**src/design/quantized_step_sequencer_top_assert.svh**
```systemverilog
// Assertion macros for the quantized step sequencer top level.
// Depends on nothing; included by quantized_step_sequencer_top.sv.
`ifndef QUANTIZED_STEP_SEQUENCER_TOP_ASSERT_SVH
`define QUANTIZED_STEP_SEQUENCER_TOP_ASSERT_SVH

// Same-cycle implication, checked on every clock edge outside reset.
`define QSS_ASSERT_IMP(lbl, clk, rst, ante, cons, msg) \
   lbl: assert property (@(posedge clk) disable iff (rst) (ante) |-> (cons)) \
      else $error(msg);

// Next-cycle implication, checked on every clock edge outside reset.
`define QSS_ASSERT_NEXT(lbl, clk, rst, ante, cons, msg) \
   lbl: assert property (@(posedge clk) disable iff (rst) (ante) |=> (cons)) \
      else $error(msg);

`endif

```
**src/design/qss_pkg.sv**
```systemverilog
// Package for the quantized step sequencer: payload, config types, codes,
// and the pitch quantizer tables. Depends on nothing.
package qss_pkg;

   // Fixed sizes of the block.
   localparam int TIMER_WIDTH         = 22;
   localparam int PERIOD_WIDTH        = 22;
   localparam int CMP_WIDTH           = (TIMER_WIDTH > PERIOD_WIDTH) ? TIMER_WIDTH
                                                                      : PERIOD_WIDTH;
   localparam int DAC_FULL_SCALE_CODE = 4095;
   localparam int REFERENCE_VOLTS     = 5;
   localparam int CV_MAX              = 4095;
   localparam int CV_DIVISOR          = 12 * REFERENCE_VOLTS;
   localparam int CSR_DATA_WIDTH      = 40;
   localparam int CV_TABLE_DEPTH      = 64;

   // Operation codes of an input item.
   typedef enum logic [1:0] {
      OP_TICK = 2'd0,
      OP_JUMP = 2'd1,
      OP_STOP = 2'd2
   } qss_op_type;

   // Register indexes of the configuration port.
   typedef enum logic [2:0] {
      CSR_STEP_PERIOD  = 3'd0,
      CSR_GATE_LENGTH  = 3'd1,
      CSR_ROOT_NOTE    = 3'd2,
      CSR_SCALE_MINOR  = 3'd3,
      CSR_STEP_PITCHES = 3'd4,
      CSR_STEP_BEATS   = 3'd5
   } qss_csr_type;

   typedef struct packed {
      logic [1:0] operation;
      logic [2:0] step_index;
   } qss_req_type;

   typedef struct packed {
      logic [11:0] cv_code;
      logic        gate;
      logic [2:0]  current_step;
      logic        beat_fired;
   } qss_rsp_type;

   typedef struct packed {
      logic [PERIOD_WIDTH-1:0] step_period_ticks;
      logic [PERIOD_WIDTH-1:0] gate_length_ticks;
      logic [3:0]              root_note;
      logic                    scale_minor;
      logic [39:0]             step_pitches;
      logic [23:0]             step_beats;
   } qss_cfg_type;

   // Scale degree to semitone tables.
   localparam logic [3:0] MAJOR_TAB [7] = '{4'd0, 4'd2, 4'd4, 4'd5, 4'd7, 4'd9, 4'd11};
   localparam logic [3:0] MINOR_TAB [7] = '{4'd0, 4'd2, 4'd3, 4'd5, 4'd7, 4'd8, 4'd10};

   typedef logic [11:0] cv_table_type [CV_TABLE_DEPTH];

   // Builds the code table for (24 + semitone) values at elaboration.
   function automatic cv_table_type build_cv_table();
      cv_table_type t;
      int           code;
      for (int v = 0; v < CV_TABLE_DEPTH; v++) begin
         code = (v * DAC_FULL_SCALE_CODE) / CV_DIVISOR;
         if (code > DAC_FULL_SCALE_CODE) code = DAC_FULL_SCALE_CODE;
         if (code > CV_MAX) code = CV_MAX;
         t[v] = 12'(code);
      end
      return t;
   endfunction

   localparam cv_table_type CV_TABLE = build_cv_table();

   // Quantizes one signed scale degree to a DAC code.
   function automatic logic [11:0] pitch_code(logic [4:0] raw, logic minor,
                                              logic [3:0] root);
      int         d;
      int         oct;
      int         deg;
      int         semi;
      logic [5:0] idx;
      d = int'($signed(raw));
      if (d < -12) d = -12;
      if (d > 12) d = 12;
      // Floor split into octave and degree without a divider.
      if (d < -7) oct = -2;
      else if (d < 0) oct = -1;
      else if (d < 7) oct = 0;
      else oct = 1;
      deg  = d - 7 * oct;
      semi = minor ? int'(MINOR_TAB[3'(deg)]) : int'(MAJOR_TAB[3'(deg)]);
      idx  = 6'(24 + semi + 12 * oct + int'(root));
      return CV_TABLE[idx];
   endfunction

endpackage

```
**src/design/qss_csr.sv**
```systemverilog
// Configuration registers of the quantized step sequencer.
// Depends on qss_pkg.
module qss_csr (
   input  logic                              clock,
   input  logic                              reset,
   input  logic                              csr_wr_en,
   input  logic [2:0]                        csr_index,
   input  logic [qss_pkg::CSR_DATA_WIDTH-1:0] csr_wdata,
   output qss_pkg::qss_cfg_type              cfg
);
   import qss_pkg::*;

   qss_cfg_type cfg_ff;

   // Register writes; indexes beyond the list are ignored.
   always_ff @(posedge clock) begin
      if (reset) begin
         cfg_ff.step_period_ticks <= PERIOD_WIDTH'(500000);
         cfg_ff.gate_length_ticks <= PERIOD_WIDTH'(250000);
         cfg_ff.root_note         <= '0;
         cfg_ff.scale_minor       <= 1'b0;
         cfg_ff.step_pitches      <= 40'd247132686368;
         cfg_ff.step_beats        <= '0;
      end else if (csr_wr_en) begin
         unique case (csr_index)
            CSR_STEP_PERIOD:  cfg_ff.step_period_ticks <= csr_wdata[PERIOD_WIDTH-1:0];
            CSR_GATE_LENGTH:  cfg_ff.gate_length_ticks <= csr_wdata[PERIOD_WIDTH-1:0];
            CSR_ROOT_NOTE:    cfg_ff.root_note         <= csr_wdata[3:0];
            CSR_SCALE_MINOR:  cfg_ff.scale_minor       <= csr_wdata[0];
            CSR_STEP_PITCHES: cfg_ff.step_pitches      <= csr_wdata[39:0];
            CSR_STEP_BEATS:   cfg_ff.step_beats        <= csr_wdata[23:0];
            default: ;
         endcase
      end
   end

   assign cfg = cfg_ff;

endmodule

```
**src/design/qss_in_reg.sv**
```systemverilog
// Input register of the quantized step sequencer: holds one accepted item.
// Depends on qss_pkg.
module qss_in_reg (
   input  logic                 clock,
   input  logic                 reset,
   input  logic                 req_valid,
   output logic                 req_ready,
   input  qss_pkg::qss_req_type req_payload,
   input  logic                 advance,
   output logic                 item_valid,
   output qss_pkg::qss_req_type item
);
   import qss_pkg::*;

   logic        valid_ff;
   logic        valid_in;
   qss_req_type item_ff;

   // Room exists when empty or when the held item moves on this cycle.
   assign req_ready = !valid_ff || advance;

   always_comb begin
      valid_in = valid_ff;
      if (req_valid && req_ready) begin
         valid_in = 1'b1;
      end else if (advance) begin
         valid_in = 1'b0;
      end
   end

   always_ff @(posedge clock) begin
      if (reset) begin
         valid_ff <= 1'b0;
      end else begin
         valid_ff <= valid_in;
      end
   end

   // Payload captures on every transfer.
   always_ff @(posedge clock) begin
      if (req_valid && req_ready) begin
         item_ff <= req_payload;
      end
   end

   assign item_valid = valid_ff;
   assign item       = item_ff;

endmodule

```
**src/design/qss_engine.sv**
```systemverilog
// Sequencer state and next-result logic: tick counter, beat and step
// advance, gate timing and pitch quantization. Depends on qss_pkg.
module qss_engine (
   input  logic                 clock,
   input  logic                 reset,
   input  logic                 advance,
   input  qss_pkg::qss_req_type item,
   input  qss_pkg::qss_cfg_type cfg,
   output qss_pkg::qss_rsp_type result
);
   import qss_pkg::*;

   logic [TIMER_WIDTH-1:0] elapsed_ff;
   logic [TIMER_WIDTH-1:0] elapsed_in;
   logic [2:0]             step_ff;
   logic [2:0]             step_in;
   logic [2:0]             beat_ff;
   logic [2:0]             beat_in;
   logic                   gate_ff;
   logic                   gate_in;
   logic [11:0]            cv_ff;
   logic [11:0]            cv_in;
   logic                   fire;
   logic [TIMER_WIDTH-1:0] elapsed_inc;
   logic [2:0]             beat_field;

   // Saturating increment of the tick counter.
   assign elapsed_inc = (elapsed_ff == {TIMER_WIDTH{1'b1}}) ? elapsed_ff
                                                            : elapsed_ff + 1'b1;
   assign beat_field  = cfg.step_beats[step_ff*3 +: 3];

   // Next state for the item in the input register.
   always_comb begin
      elapsed_in = elapsed_ff;
      step_in    = step_ff;
      beat_in    = beat_ff;
      gate_in    = gate_ff;
      cv_in      = cv_ff;
      fire       = 1'b0;
      case (item.operation)
         OP_TICK: begin
            elapsed_in = elapsed_inc;
            if (CMP_WIDTH'(elapsed_inc) >= CMP_WIDTH'(cfg.step_period_ticks)) begin
               fire = 1'b1;
               // The step moves on once its beat total is reached.
               if (beat_ff >= beat_field) begin
                  step_in = step_ff + 3'd1;
                  beat_in = '0;
               end else begin
                  beat_in = beat_ff + 3'd1;
               end
               elapsed_in = '0;
               cv_in      = pitch_code(cfg.step_pitches[step_in*5 +: 5],
                                       cfg.scale_minor, cfg.root_note);
               gate_in    = 1'b1;
            end
            if (gate_in &&
                CMP_WIDTH'(elapsed_in) >= CMP_WIDTH'(cfg.gate_length_ticks)) begin
               gate_in = 1'b0;
            end
         end
         OP_JUMP: begin
            step_in = item.step_index;
         end
         OP_STOP: begin
            cv_in   = '0;
            gate_in = 1'b0;
         end
         default: ;
      endcase
   end

   always_ff @(posedge clock) begin
      if (reset) begin
         elapsed_ff <= '0;
         step_ff    <= '0;
         beat_ff    <= '0;
         gate_ff    <= 1'b0;
         cv_ff      <= '0;
      end else if (advance) begin
         elapsed_ff <= elapsed_in;
         step_ff    <= step_in;
         beat_ff    <= beat_in;
         gate_ff    <= gate_in;
         cv_ff      <= cv_in;
      end
   end

   assign result.cv_code      = cv_in;
   assign result.gate         = gate_in;
   assign result.current_step = step_in;
   assign result.beat_fired   = fire;

endmodule

```
**src/design/qss_out_reg.sv**
```systemverilog
// Result register of the quantized step sequencer.
// Depends on qss_pkg.
module qss_out_reg (
   input  logic                 clock,
   input  logic                 reset,
   input  logic                 advance,
   input  qss_pkg::qss_rsp_type result,
   output logic                 rsp_valid,
   input  logic                 rsp_ready,
   output qss_pkg::qss_rsp_type rsp_payload
);
   import qss_pkg::*;

   logic        valid_ff;
   qss_rsp_type payload_ff;

   // A new result loads; a taken result without a successor empties it.
   always_ff @(posedge clock) begin
      if (reset) begin
         valid_ff <= 1'b0;
      end else if (advance) begin
         valid_ff <= 1'b1;
      end else if (rsp_ready) begin
         valid_ff <= 1'b0;
      end
   end

   always_ff @(posedge clock) begin
      if (advance) begin
         payload_ff <= result;
      end
   end

   assign rsp_valid   = valid_ff;
   assign rsp_payload = payload_ff;

endmodule

```
**src/design/quantized_step_sequencer_top.sv**
```systemverilog
// Top level of the quantized step sequencer: register bank, input register,
// sequencer engine and result register. Depends on qss_pkg and the assert header.
//
//   channel   direction  handshake                  contents
//   req       in         req_valid / req_ready      operation, step_index
//   rsp       out        rsp_valid / rsp_ready      cv_code, gate, current_step, beat_fired
//   csr       in         csr_wr_en                  csr_index, csr_wdata
//
// One item per clock cycle is sustained while results are taken; an item passes
// through the input register, then the result register, which offers its result.
// The engine state updates as an item moves from input to result register.
// Synchronous reset empties both registers and loads the register defaults.
// With the result side stalled, one more item is held, then req_ready drops.
`include "quantized_step_sequencer_top_assert.svh"

module quantized_step_sequencer_top (
   input  logic                              clock,
   input  logic                              reset,
   input  logic                              req_valid,
   output logic                              req_ready,
   input  qss_pkg::qss_req_type              req_payload,
   output logic                              rsp_valid,
   input  logic                              rsp_ready,
   output qss_pkg::qss_rsp_type              rsp_payload,
   input  logic                              csr_wr_en,
   input  logic [2:0]                        csr_index,
   input  logic [qss_pkg::CSR_DATA_WIDTH-1:0] csr_wdata
);
   import qss_pkg::*;

   qss_cfg_type cfg;
   qss_req_type item;
   qss_rsp_type result;
   logic        item_valid;
   logic        advance;

   // The held item moves on when the result register is free or being taken.
   assign advance = item_valid && (!rsp_valid || rsp_ready);

   qss_csr u_csr (
      .clock     (clock),
      .reset     (reset),
      .csr_wr_en (csr_wr_en),
      .csr_index (csr_index),
      .csr_wdata (csr_wdata),
      .cfg       (cfg)
   );

   qss_in_reg u_in_reg (
      .clock       (clock),
      .reset       (reset),
      .req_valid   (req_valid),
      .req_ready   (req_ready),
      .req_payload (req_payload),
      .advance     (advance),
      .item_valid  (item_valid),
      .item        (item)
   );

   qss_engine u_engine (
      .clock   (clock),
      .reset   (reset),
      .advance (advance),
      .item    (item),
      .cfg     (cfg),
      .result  (result)
   );

   qss_out_reg u_out_reg (
      .clock       (clock),
      .reset       (reset),
      .advance     (advance),
      .result      (result),
      .rsp_valid   (rsp_valid),
      .rsp_ready   (rsp_ready),
      .rsp_payload (rsp_payload)
   );

   // A full input register facing a stalled result must refuse new items.
   `QSS_ASSERT_IMP(a_stall_blocks, clock, reset, item_valid && rsp_valid && !rsp_ready, !req_ready, "input accepted while both stages are full")

   // A fired beat reaches the result register on the next edge.
   `QSS_ASSERT_NEXT(a_beat_reaches_rsp, clock, reset, advance && result.beat_fired, rsp_valid && rsp_payload.beat_fired, "fired beat lost between engine and result")

   // A stop silences pitch and gate in its result.
   `QSS_ASSERT_NEXT(a_stop_silences, clock, reset, advance && item.operation == OP_STOP, rsp_payload.cv_code == '0 && !rsp_payload.gate, "stop did not silence outputs")

endmodule

```
**config.mk**
```make
export PLATFORM = sky130hd
export DESIGN_NAME = quantized_step_sequencer_top
export DESIGN_NICKNAME = d
export VERILOG_FILES = /design/src/design/qss_pkg.sv /design/src/design/qss_csr.sv /design/src/design/qss_in_reg.sv /design/src/design/qss_engine.sv /design/src/design/qss_out_reg.sv /design/src/design/quantized_step_sequencer_top.sv
export VERILOG_INCLUDE_DIRS = /design/src /design/src/design
export SDC_FILE = /design/constraint.sdc
export NUM_CORES = 1
export LEC_CHECK = 0
export ABC_AREA = 1
export BUFFER_PORTS_ARGS = -buffer_cell sky130_fd_sc_hd__buf_2
export CAP_MARGIN = 20
export CORE_AREA = 2 2 163 165
export DETAILED_ROUTE_END_ITERATION = 10
export DIE_AREA = 0 0 165 167
export GPL_TIMING_DRIVEN = 0
export SYNTH_ARGS = -nofsm -noshare
export SYNTH_HDL_FRONTEND = slang
export SYNTH_SLANG_ARGS = --single-unit
export TNS_END_PERCENT = 10
```
**constraint.sdc**
```tcl
create_clock -name clock -period 21.5 [get_ports clock]
set_input_delay 2.15 -clock clock [delete_from_list [all_inputs] [get_ports clock]]
set_output_delay 2.15 -clock clock [all_outputs]
set_load 0.01 [all_outputs]
```
======== Yosys cells after proc, flatten, opt, wreduce, memory -nomap -nowiden ========
Memories as Yosys holds them, arrays and structs flattened.
Cells that the tools add are included.
word-level totals
  word-level logic and storage cells ...... 112
  memories kept ........................... 3
  ROM bits ................................ 832
  register bits after elaboration ......... 178
memories
  name              words  bits a word  rd ports  clocked after Yosys merged registers in  write ports  line           RTL
  (name not given)  64     12           1         0                                        0            qss_pkg.sv:95  return CV_TABLE[idx];
  (name not given)  8      4            1         0                                        0            qss_pkg.sv:93  semi = minor ? int'(MINOR_TAB[3'(deg)]) : int'(MAJOR_TAB[3'(deg)]);
  (name not given)  8      4            1         0                                        0            qss_pkg.sv:93
operators by class
  shift operators ......................... 2
  bitwise gates (word level) .............. 2
  multipliers ............................. 4
  order comparisons ....................... 10
  reduce and logical (&&, ||, !) cells .... 19
  add/subtract/negate cells ............... 7
  multiplexer cells ....................... 38
  equality and inequality tests ........... 8
operators with widths
  kind                                                      number
  two-way mux 32 bit                                        10
  two-way mux 22 bit                                        3
  < comparator 32 x 4 -> 1 bit, second input constant       2
  greater-or-equal comparator 22 bit                        2
  indexed part select 40 x 7 -> 5 bit                       1
  two-way mux 12 bit                                        3
  > comparator 32 x 5 -> 1 bit, second input constant       1
  < comparator 32 x 1 -> 1 bit, second input constant       1
  multiplier 3 x 32 -> 4 bit, first input constant          1
  multiplier 4 x 32 -> 3 bit, first input constant          1
  one-hot mux 12 bit (2 select lines)                       1
  indexed part select 24 x 6 -> 3 bit                       1
  adder 22 x 1 -> 22 bit, second input constant             1
  == test 22 bit, second input constant                     1
  two-way mux 4 bit                                         5
  two-way mux 3 bit                                         5
  AND reduction 2 bit                                       7
  two-way mux 1 bit                                         9
  greater-or-equal comparator 7 bit, second input constant  1
  NOT 6 -> 7 bit                                            1
  adder 3 x 1 -> 3 bit, second input constant               2
  adder 6 x 5 -> 6 bit                                      1
  adder 6 bit                                               1
  adder 6 bit, first input constant                         1
  other kinds (21)                                          28

======== Depth between registers and ports, before layout ========
Gate-level depths: netlist (run 1).
  word-level depth ........................ 38
  depth in mapped cells ................... 52

======== Cells and area by module ========
From an unflattened synthesis (run 1), not the netlist that was laid out.
unflattened totals
  cell total of the unflattened synthesis .. 1578
  area, all modules ....................... 10802.9 um^2
modules (own cells, without submodules)
  module                        cells an instance  instances  sequential area each (um^2)  area each (um^2)
  qss_engine                    914                1          820.8                        5551.6
  qss_csr                       628                1          2262.2                       4486.8
  qss_out_reg                   22                 1          530.5                        550.5
  qss_in_reg                    11                 1          170.2                        197.7
  quantized_step_sequencer_top  3                  1          0.0                          16.3

======== Worst setup path after synthesis (run 1) ========
OpenSTA, ideal clock, no wires.
  kind .................................... register to register
  start ................................... reg u_engine.step_ff[0]
  end ..................................... reg u_out_reg.payload_ff (netlist bit u_out_reg.rsp_payload[7]) (data pin)
  path slack .............................. 13.705 ns
  setup time .............................. 0.254 ns
  arrival time ............................ 7.541 ns
  stages on the path, launching flop included .. 47
  path through ............................ dfxtp_1 > buf_2 > inv_2 > clkbuf_1 > o21ai_0 > o221ai_1 > o21ai_0 > ha_1 > nand2_1 > clkinv_1 > nand2_4 > nand2_8 > o21ai_2 > buf_6 > nand3_1 > nand3_1 > nand2_2 > nand2_4 > [11 not listed] > ha_1 > or2_2 > nand3_1 > o21ai_0 > fa_1 > inv_1 > fa_1 > fa_1 > or2_2 > nand2_1 > clkbuf_1 > nand2_1 > o21ai_0 > nand3_1 > nand2_1 > nand2_1 > nand2_1 > nand2_1
RTL lines
  item                    line               RTL
  start, declared         qss_engine.sv:15   logic [2:0] step_ff;
  start signal, assigned  qss_engine.sv:82   step_ff <= step_in;
  end signal, assigned    qss_out_reg.sv:30  payload_ff <= result;
  end, declared           qss_out_reg.sv:15  qss_rsp_type payload_ff;

==> results.json, run 1 <==
{
  "n_fill_cell": 2607,
  "clk_path_buf_depth": 2,
  "start_kind": "flip-flop",
  "synth_warnings": 0,
  "seq_power_share_pct": 16.7,
  "grt_max_degree": 27,
  "hold_viol": 0,
  "hold_class": "flip-flop to flip-flop",
  "dp.cells": 1815,
  "dpl_worst_slack_ns": 12.47,
  "switchingPower_w": 0.001107,
  "gp_congestion": 0.8992,
  "synth_top_cell_area_share_pct": 30.80,
  "min_period_over_period_pct": 42.18,
  "pwr-share-comb_pct": 68.5,
  "wl_per_cell_um": 16.34,
  "regArea_mm2": 0.003784,
  "maxCapViolations": 0,
  "multiInputGateArea_mm2": 0.005439,
  "initial_core_util_pct": 39.36,
  "num_antenna_cells": 0,
  "finalSetupViolCount": 0,
  "rsz0062_at_grt": "false",
  "p_per_area_mw_per_mm2": 186.2,
  "drtAntennaViolNets": 0,
  "cts_tree": "built",
  "worstPathRequired_ns": 21.69,
  "max_stage_delay_ns": 0.60,
  "switching_share_pct": 51.67,
  "worstSetupPathType": "flip-flop to flip-flop",
  "fin_skew_ns": 0.009692,
  "area_delta_synth_final_pct": 13.45,
  "arrival_ns": 9.26,
  "path_common_cell": "nand2_1",
  "port_buffers": 70,
  "synth-seq-area-share_pct": 37.31,
  "num_vias": 9457,
  "io_pins": 72,
  "drt_pass1_iterations": 5,
  "tightest_slew_ns": 0.7354,
  "root_buffer": "clkbuf_16",
  "finalCriticalPeriod_ns": 9.068,
  "holdBufCountCts": 0,
  "insertion_delay_ns": 0.44,
  "core_mm2": 0.02576,
  "timing.final.ws_setup_ns": 12.43,
  "cts_sinks": 178,
  "synth_area_mm2": 0.01014,
  "clk_pin_slew_ns": 0.07,
  "cp-end-kind": "flip-flop",
  "post_cts_buffers": 0,
  "slew_headroom_pct": 50.97,
  "synth_cells": 1410,
  "drv_slew": 0,
  "intPower_w": 0.001036,
  "drtIter0Drc": 711,
  "utilization_pct": 44.66,
  "clkPwrFrac_pct": 14.8,
  "synth-seq-cells": 178,
  "placementRows": 59,
  "fin_nets": 1630,
  "dieArea_mm2": 0.02756,
  "synth_area_leaders": "dfxtp_1 (31%), ha_1 (9.0%), nand2_1 (8.4%), nor2_1 (7.8%), o21ai_0 (7.3%)",
  "outcome": "finished, final reports clean",
  "fin_tns_setup_ns": 0,
  "htreeDepth": 4,
  "worstPathMaxFanout": 10,
  "grt_remaining_overflow": 0,
  "fp.dieH_um": 167,
  "wl_um": 30190,
  "drc": 0,
  "p_leak_nw": 5.354,
  "avgSynthCellArea_um2": 7.192,
  "grt_usage_pct": 22.30,
  "finalPower_w": 0.002143,
  "grt_pass1_vias": 8582,
  "grt_first_pass_wirelength_um": 47460,
  "synth_top_cell_by_area": "dfxtp_1",
  "dp.final_hpwl_um": 22940,
  "instances_no_fill": 1847,
  "cts_resized": 0,
  "antenna_found_initial": 0,
  "synthDistinctLibCells": 47,
  "max_freq_mhz": 110.3,
  "drive_above_1_share_pct": 9.458,
  "cts_buffers": 17,
  "vias_per_cell": 5.120,
  "syn_nets": 1541,
  "ir_worst_vdd_mv": 0.2987,
  "die_width_um": 165,
  "crit_slowest_cell": "fa_1"
}
-- synth_stat cells, drive strengths merged --
master	instances
nand3b	1
dfxtp	156
o221ai	3
ha	73
o211ai	20
nor4	3
buf	9
inv	174
o22ai	4
a31oi	2
nand2	242
a211oi	16
o31ai	2
xnor2	2
a21oi	94
o21bai	1
edfxtp	22
o2111ai	1
a221oi	1
clkbuf	53
mux2i	2
nor3	16
xor2	21
a41oi	1
or2	9
nand3	97
fa	5
o21a	1
clkinv	1
nor2	214
o21ai	155
nand4	9
-- kinds of logic (layout without fill, tap and decap cells) --
kind of cell	after synthesis	in the layout	share of synthesized area, %
simple gates	591	591	24.95
flops	178	178	37.31
mux	2	2	0.1974
compound gates	301	301	16.51
buf+inv	237	339	9.056
fa+ha+maj	78	78	9.994
xor+xnor	23	23	1.986
-- critical path: cells and delay by family, from the launching register on --
family / cells / cell delay (ns)
buffers and inverters: 11 / 1.75
AND/OR/NAND/NOR: 21 / 2.55
AO/OA/AOI/OAI: 6 / 1.01
flip-flops: 1 / 0.31
adder cells (fa/ha/maj): 8 / 3.21
-- power groups by stage --
| stage | Sequential (W) | Clock, W | Combinational [W] |
|---|---|---|---|
| 2_1_floorplan | 0.000366 | 0 | 0.00114 |
| 3_3_place_gp | 0.000366 | 0 | 0.00144 |
| 3_5_place_dp | 0.000366 | 0 | 0.00147 |
| 4_1_cts | 0.000359 | 0.000321 | 0.00148 |
| 5_1_grt | 0.000360 | 0.000335 | 0.00170 |
| 6_report | 0.000359 | 0.000317 | 0.00147 |
-- path summary, 6_finish.rpt --
kind	from	endpoint	slack [ns]	cells past startpoint
max	u_engine.step_ff[0]$_SDFFE_PP0P_	u_out_reg.rsp_payload[7]$_DFFE_PP_	12.43	46
min	u_csr.cfg[39]$_SDFFE_PP1P_	u_csr.cfg[39]$_SDFFE_PP1P_	0.46	2
max reg2reg	u_engine.step_ff[0]$_SDFFE_PP0P_	u_out_reg.rsp_payload[7]$_DFFE_PP_	12.43	46
min reg2reg	u_csr.cfg[39]$_SDFFE_PP1P_	u_csr.cfg[39]$_SDFFE_PP1P_	0.46	2
-- sequential cells by signal, summed over array words and instances (netlist names), 3 cells and up --
| name | flops |
|---|---|
| u_csr.cfg | 113 |
| u_engine.step_ff | 3 |
| u_engine.elapsed_ff | 22 |
| u_out_reg.rsp_payload | 17 |
| u_in_reg.item | 5 |
| u_engine.cv_ff | 12 |
| u_engine.beat_ff | 3 |
-- area by class of cell --
| type | instances | share of cell area [%] |
|---|---|---|
| Timing Repair Buffer | 70 | 3.045 |
| Inverter | 175 | 5.710 |
| Tap cell | 335 | 3.643 |
| Sequential cell | 178 | 32.89 |
| Multi-Input combinational cell | 995 | 47.28 |
| Clock inverter | 15 | 1.468 |
| Buffer | 62 | 2.273 |
| Clock buffer | 17 | 3.698 |
-- metrics by stage --
step,hold WS (ns),instance area [um2]
4_1_cts,0.4564,11500
3_3_place_gp,0.4359,10910
5_1_grt,0.4763,11500
6_report,0.4570,11500
2_1_floorplan,0.4211,10140
3_5_place_dp,0.4370,10910
-- metal layers --
metal	GRT usage, %	wire length [um]	part of all wire (%)
met1	32.28	14100	47
met3	2.540	1829	6.1
met5	0	0	0
met2	34.87	13660	45
met4	6.352	603	2.0
-- placed cells by master, fill, tap and decap left out, types with 5 or more instances in the layout --
cell type	instances
nand2_1	228
nor2_1	212
inv_1	171
dfxtp_1	156
o21ai_0	148
nand3_1	93
a21oi_1	93
buf_2	75
ha_1	73
clkbuf_1	53
edfxtp_1	22
xor2_1	21
o211ai_1	20
clkbuf_16	17
nor3_1	16
a211oi_1	16
nand4_1	9
nand2_4	7
or2_2	6
nand2_2	6
fa_1	5
clkinv_4	5
inv_8	5
No activity file was read; power rests on OpenSTA's default activity.
==> run 2: changes to the inputs <==
==> constraint.sdc (replaced) <==
create_clock -name clock -period 9.4 [get_ports clock]
set_input_delay 0.94 -clock clock [delete_from_list [all_inputs] [get_ports clock]]
set_output_delay 0.94 -clock clock [all_outputs]
set_load 0.01 [all_outputs]
==> results.json, run 2 (synthesis results as in run 1) <==
{
  "outcome": "finished, final reports clean",
  "crit_slowest_cell": "fa_2",
  "rr_worst_depth": 45,
  "finalSetupViolCount": 0,
  "fin_skew_ns": 0.008419,
  "dieArea_mm2": 0.02756,
  "clk_path_buf_depth": 2,
  "rsz0062_at_grt": "false",
  "area_delta_synth_final_pct": 13.56,
  "insertion_delay_ns": 0.44,
  "max_stage_delay_ns": 0.59,
  "timing.final.ws_setup_ns": 0.6360,
  "utilization_pct": 44.70,
  "wl_um": 30170,
  "mostFrequentLayoutCell": "nand2_1",
  "tightest_slew_ns": 0.7469,
  "grt_usage_pct": 22.30,
  "antenna_found_initial": 0,
  "p_leak_nw": 5.363,
  "grt_remaining_overflow": 0,
  "slew_headroom_pct": 50.21,
  "drt_pass1_iterations": 5,
  "instances_no_fill": 1847,
  "placementRows": 59,
  "dp.final_hpwl_um": 22940,
  "worstPathRequired_ns": 9.59,
  "fin_nets": 1630,
  "grt_first_pass_wirelength_um": 47460,
  "max_freq_mhz": 114.1,
  "cts_tree": "built",
  "drtIter0Drc": 675,
  "drc": 0,
  "num_vias": 9535,
  "root_buffer": "clkbuf_16",
  "finalCriticalPeriod_ns": 8.764,
  "io_pins": 72,
  "cp-end-kind": "flip-flop",
  "htreeDepth": 4,
  "hold_depth": 2,
  "fp.dieH_um": 167,
  "vias_per_cell": 5.162,
  "drv_slew": 0,
  "arrival_ns": 8.95,
  "initial_core_util_pct": 39.36,
  "path_common_cell": "inv_1",
  "p_per_area_mw_per_mm2": 429.0,
  "start_kind": "flip-flop",
  "clk_pin_slew_ns": 0.07,
  "wl_per_cell_um": 16.33,
  "dpl_worst_slack_ns": 0.3725,
  "hold_viol": 0,
  "dp.cells": 1815,
  "largest_reg_flops": 113,
  "layout_common_cells": "nand2_1 (228), nor2_1 (211), inv_1 (171)",
  "worstSetupPathType": "flip-flop to flip-flop",
  "core_mm2": 0.02576,
  "post_cts_buffers": 0,
  "num_antenna_cells": 0,
  "cts_buffers": 17,
  "gp_congestion": 0.8992,
  "hold_class": "flip-flop to flip-flop",
  "die_width_um": 165,
  "maxCapViolations": 0,
  "worstPathMaxFanout": 10,
  "cts_sinks": 178,
  "fin_tns_setup_ns": 0,
  "ir_worst_vdd_mv": 0.7000,
  "min_period_over_period_pct": 93.23,
  "grt_max_degree": 27,
  "grt_pass1_vias": 8582,
  "drive_above_1_share_pct": 9.788,
  "drtAntennaViolNets": 0,
  "port_buffers": 70
}
==> run 2: layout make-up <==
class / instances / area, um2
multi-input cells: 995 / 5444
clock buffers: 17 / 425.4
fillers: 2607 / 14250
flip-flops and latches: 178 / 3784
clock inverters: 15 / 168.9
repair buffers: 70 / 350.3
well taps: 335 / 419.2
inverters: 175 / 656.9
plain buffers: 62 / 267.8
==> run 2: path summary, 6_finish.rpt <==
kind,from,endpoint,slack [ns]
hold reg to reg,u_csr.cfg[24]$_SDFFE_PP0P_,u_csr.cfg[24]$_SDFFE_PP0P_,0.46
hold / removal,u_csr.cfg[24]$_SDFFE_PP0P_,u_csr.cfg[24]$_SDFFE_PP0P_,0.46
setup / recovery,u_engine.step_ff[0]$_SDFFE_PP0P_,u_out_reg.rsp_payload[13]$_DFFE_PP_,0.64
setup reg to reg,u_engine.step_ff[0]$_SDFFE_PP0P_,u_out_reg.rsp_payload[13]$_DFFE_PP_,0.64
==> run 2: power by group <==
group / total, W / internal, W / switching, W
clock: 0.000725 / 0.000380 / 0.000345
sequential: 0.000821 / 0.000805 / 0.0000153
combinational: 0.00339 / 0.00121 / 0.00218
total: 0.00494 / 0.00239 / 0.00255
==> run 2: per-stage QoR <==
stage               area, um2  hold slack, ns  total power, W
global placement        10910          0.4359        0.004133
floorplan               10140          0.4211        0.003436
global route            11520          0.4763        0.005535
detailed placement      10910          0.4370        0.004192
finish                  11520          0.4587        0.004940
CTS                     11500          0.4564        0.004931
==> run 2: worst max-delay path: cells and delay by family, from the launching register on <==
kind / cells / cell delay, ns
xor gates and xnor gates: 1 / 0.15
and+or+nand+nor: 20 / 2.58
adders and majority gates: 8 / 3.19
DFF: 1 / 0.33
AOI/OAI and AO/OA: 5 / 0.85
buffers and inverters: 11 / 1.43
==> run 2: layer usage <==
layer / vias up / wire length, um / GRT usage (%)
met3: 26 / 1648 / 2.540
met1: 4416 / 14250 / 32.28
met5: - / 0 / 0
li1: 4819 / - / -
met2: 274 / 13700 / 34.87
met4: 0 / 571 / 6.352
==> run 2: timing repair <==
action	4_1_cts	5_1_grt
resized for setup	0	12
hold buffers	0	0
setup endpoints to repair	0	20
==> run 3: changes to the inputs <==
--- a/config.mk
+++ b/config.mk
@@ -10,9 +10,10 @@
 export BUFFER_PORTS_ARGS = -buffer_cell sky130_fd_sc_hd__buf_2
 export CAP_MARGIN = 20
 export CORE_AREA = 2 2 163 165
+export CTS_BUF_LIST = sky130_fd_sc_hd__clkbuf_4 sky130_fd_sc_hd__clkbuf_8
 export DETAILED_ROUTE_END_ITERATION = 10
 export DIE_AREA = 0 0 165 167
-export GPL_TIMING_DRIVEN = 0
+export SKIP_LAST_GASP = 1
 export SYNTH_ARGS = -nofsm -noshare
 export SYNTH_HDL_FRONTEND = slang
 export SYNTH_SLANG_ARGS = --single-unit
==> results.json, run 3 (synthesis results as in run 1) <==
{
  "met2_usage_pct": 30.94,
  "cts_tree": "built",
  "holdBufCountCts": 0,
  "vias_per_cell": 5.061,
  "critical_path_buf_inv_count": 8,
  "drc": 0,
  "antenna_found_initial": 0,
  "dieArea_mm2": 0.02756,
  "grt_remaining_overflow": 0,
  "insertion_delay_ns": 0.47,
  "clk_pin_slew_ns": 0.10,
  "grt_first_pass_wirelength_um": 44620,
  "cp-end-kind": "flip-flop",
  "fin_tns_setup_ns": 0,
  "grtUsageMet3_pct": 2.540,
  "grt_max_degree": 106,
  "die_width_um": 165,
  "path_delay_family": "adder cells",
  "cts_buffers": 17,
  "min_period_over_period_pct": 91.33,
  "arrival_ns": 8.81,
  "grt_pass1_vias": 8231,
  "root_buffer": "clkbuf_8",
  "wl_um": 27990,
  "grt_usage_pct": 20.81,
  "hold_class": "flip-flop to flip-flop",
  "rsz0062_at_grt": "false",
  "start_kind": "flip-flop",
  "hold_viol": 0,
  "num_antenna_cells": 0,
  "area_delta_synth_final_pct": 10.09,
  "htreeDepth": 4,
  "maxCapViolations": 0,
  "clk_path_buf_depth": 2,
  "fp.dieH_um": 167,
  "num_vias": 9085,
  "worstSetupPathType": "flip-flop to flip-flop",
  "crit_slowest_cell": "fa_1",
  "path_common_cell": "nand2_1",
  "largest_reg_flops": 113,
  "gp_congestion": 0.9038,
  "finalSetupViolCount": 0,
  "max_freq_mhz": 116.5,
  "io_pins": 72,
  "fin_nets": 1578,
  "tightest_slew_ns": 0.9726,
  "dp.final_hpwl_um": 20670,
  "drtIter0Drc": 562,
  "fin_skew_ns": 0.01905,
  "met1_usage_pct": 31.15,
  "drive_above_1_share_pct": 10.21,
  "worstPathMaxFanout": 18,
  "drv_slew": 0,
  "post_cts_buffers": 0,
  "core_mm2": 0.02576,
  "port_buffers": 71,
  "placementRows": 59,
  "cts_resized": 0,
  "worstPathRequired_ns": 9.63,
  "max_stage_delay_ns": 0.60,
  "initial_core_util_pct": 39.36,
  "finalCriticalPeriod_ns": 8.585,
  "layout_common_cells": "nand2_1 (228), nor2_1 (211), inv_1 (170)",
  "slew_headroom_pct": 35.16,
  "drt_pass1_iterations": 6,
  "cts_sinks": 178,
  "drtAntennaViolNets": 0,
  "mostFrequentLayoutCell": "nand2_1",
  "outcome": "finished, final reports clean",
  "wl_per_cell_um": 15.59,
  "top_usage_layer": "met1"
}
==> run 3: changes by cell type in the layout (fill, tap and decap cells not counted), moves of 3 or more <==
cell	previous run	this run
buf_6	3	0
clkbuf_16	17	0
clkinv_4	5	2
clkbuf_8	0	17
buf_2	75	71
buf_4	0	8
clkinv_8	1	4
inv_8	5	1
clkbuf_1	50	0
==> run 3: area by class of cell <==
type | instances | area [um2]
timing repair buffer | 80 | 442.9
clock inverter | 15 | 176.4
inverter | 175 | 656.9
sequential | 178 | 3786
clock buffer | 17 | 234.0
multi-input combinational | 995 | 5449
fill | 2584 | 14600
tap | 335 | 419.2
==> run 3: final timing paths <==
kind,end,slack (ns),cells past startpoint,from
hold / removal,u_csr.cfg[97]$_SDFFE_PP0P_,0.47,2,u_csr.cfg[97]$_SDFFE_PP0P_
setup reg to reg,u_out_reg.rsp_payload[8]$_DFFE_PP_,0.81,45,u_engine.step_ff[0]$_SDFFE_PP0P_
hold reg to reg,u_csr.cfg[97]$_SDFFE_PP0P_,0.47,2,u_csr.cfg[97]$_SDFFE_PP0P_
setup / recovery,u_out_reg.rsp_payload[8]$_DFFE_PP_,0.81,45,u_engine.step_ff[0]$_SDFFE_PP0P_
==> run 3: routing by layer <==
layer / share of wire (%) / vias up
met5: 0 / -
met4: 2.0 / 0
met3: 3.9 / 33
met2: 44 / 226
met1: 51 / 4124
li1: - / 4702
==> run 3: tightest hold or removal path: cells and delay by family, from the launching register on <==
family                 cells  cell delay, ns
AOI/OAI and AO/OA          1            0.06
buffers and inverters      1            0.06
DFF                        1            0.31
==> run 3: stage by stage <==
step	setup WS [ns]	util (%)	instances	hold WS [ns]	area (um2)
6_report	0.8148	43.33	1795	0.4698	11160
5_1_grt	0.05054	43.33	1795	0.4865	11160
4_1_cts	0.4076	43.19	1794	0.4699	11130
3_5_place_dp	0.4324	41.60	1762	0.4547	10720
3_3_place_gp	0.6648	41.60	1762	0.4462	10720
2_1_floorplan	1.605	-	1410	0.4211	10140
Power of run 3 is not shown: default switching activity piles up to over one toggle a cycle in this logic, so the estimate is an artifact.
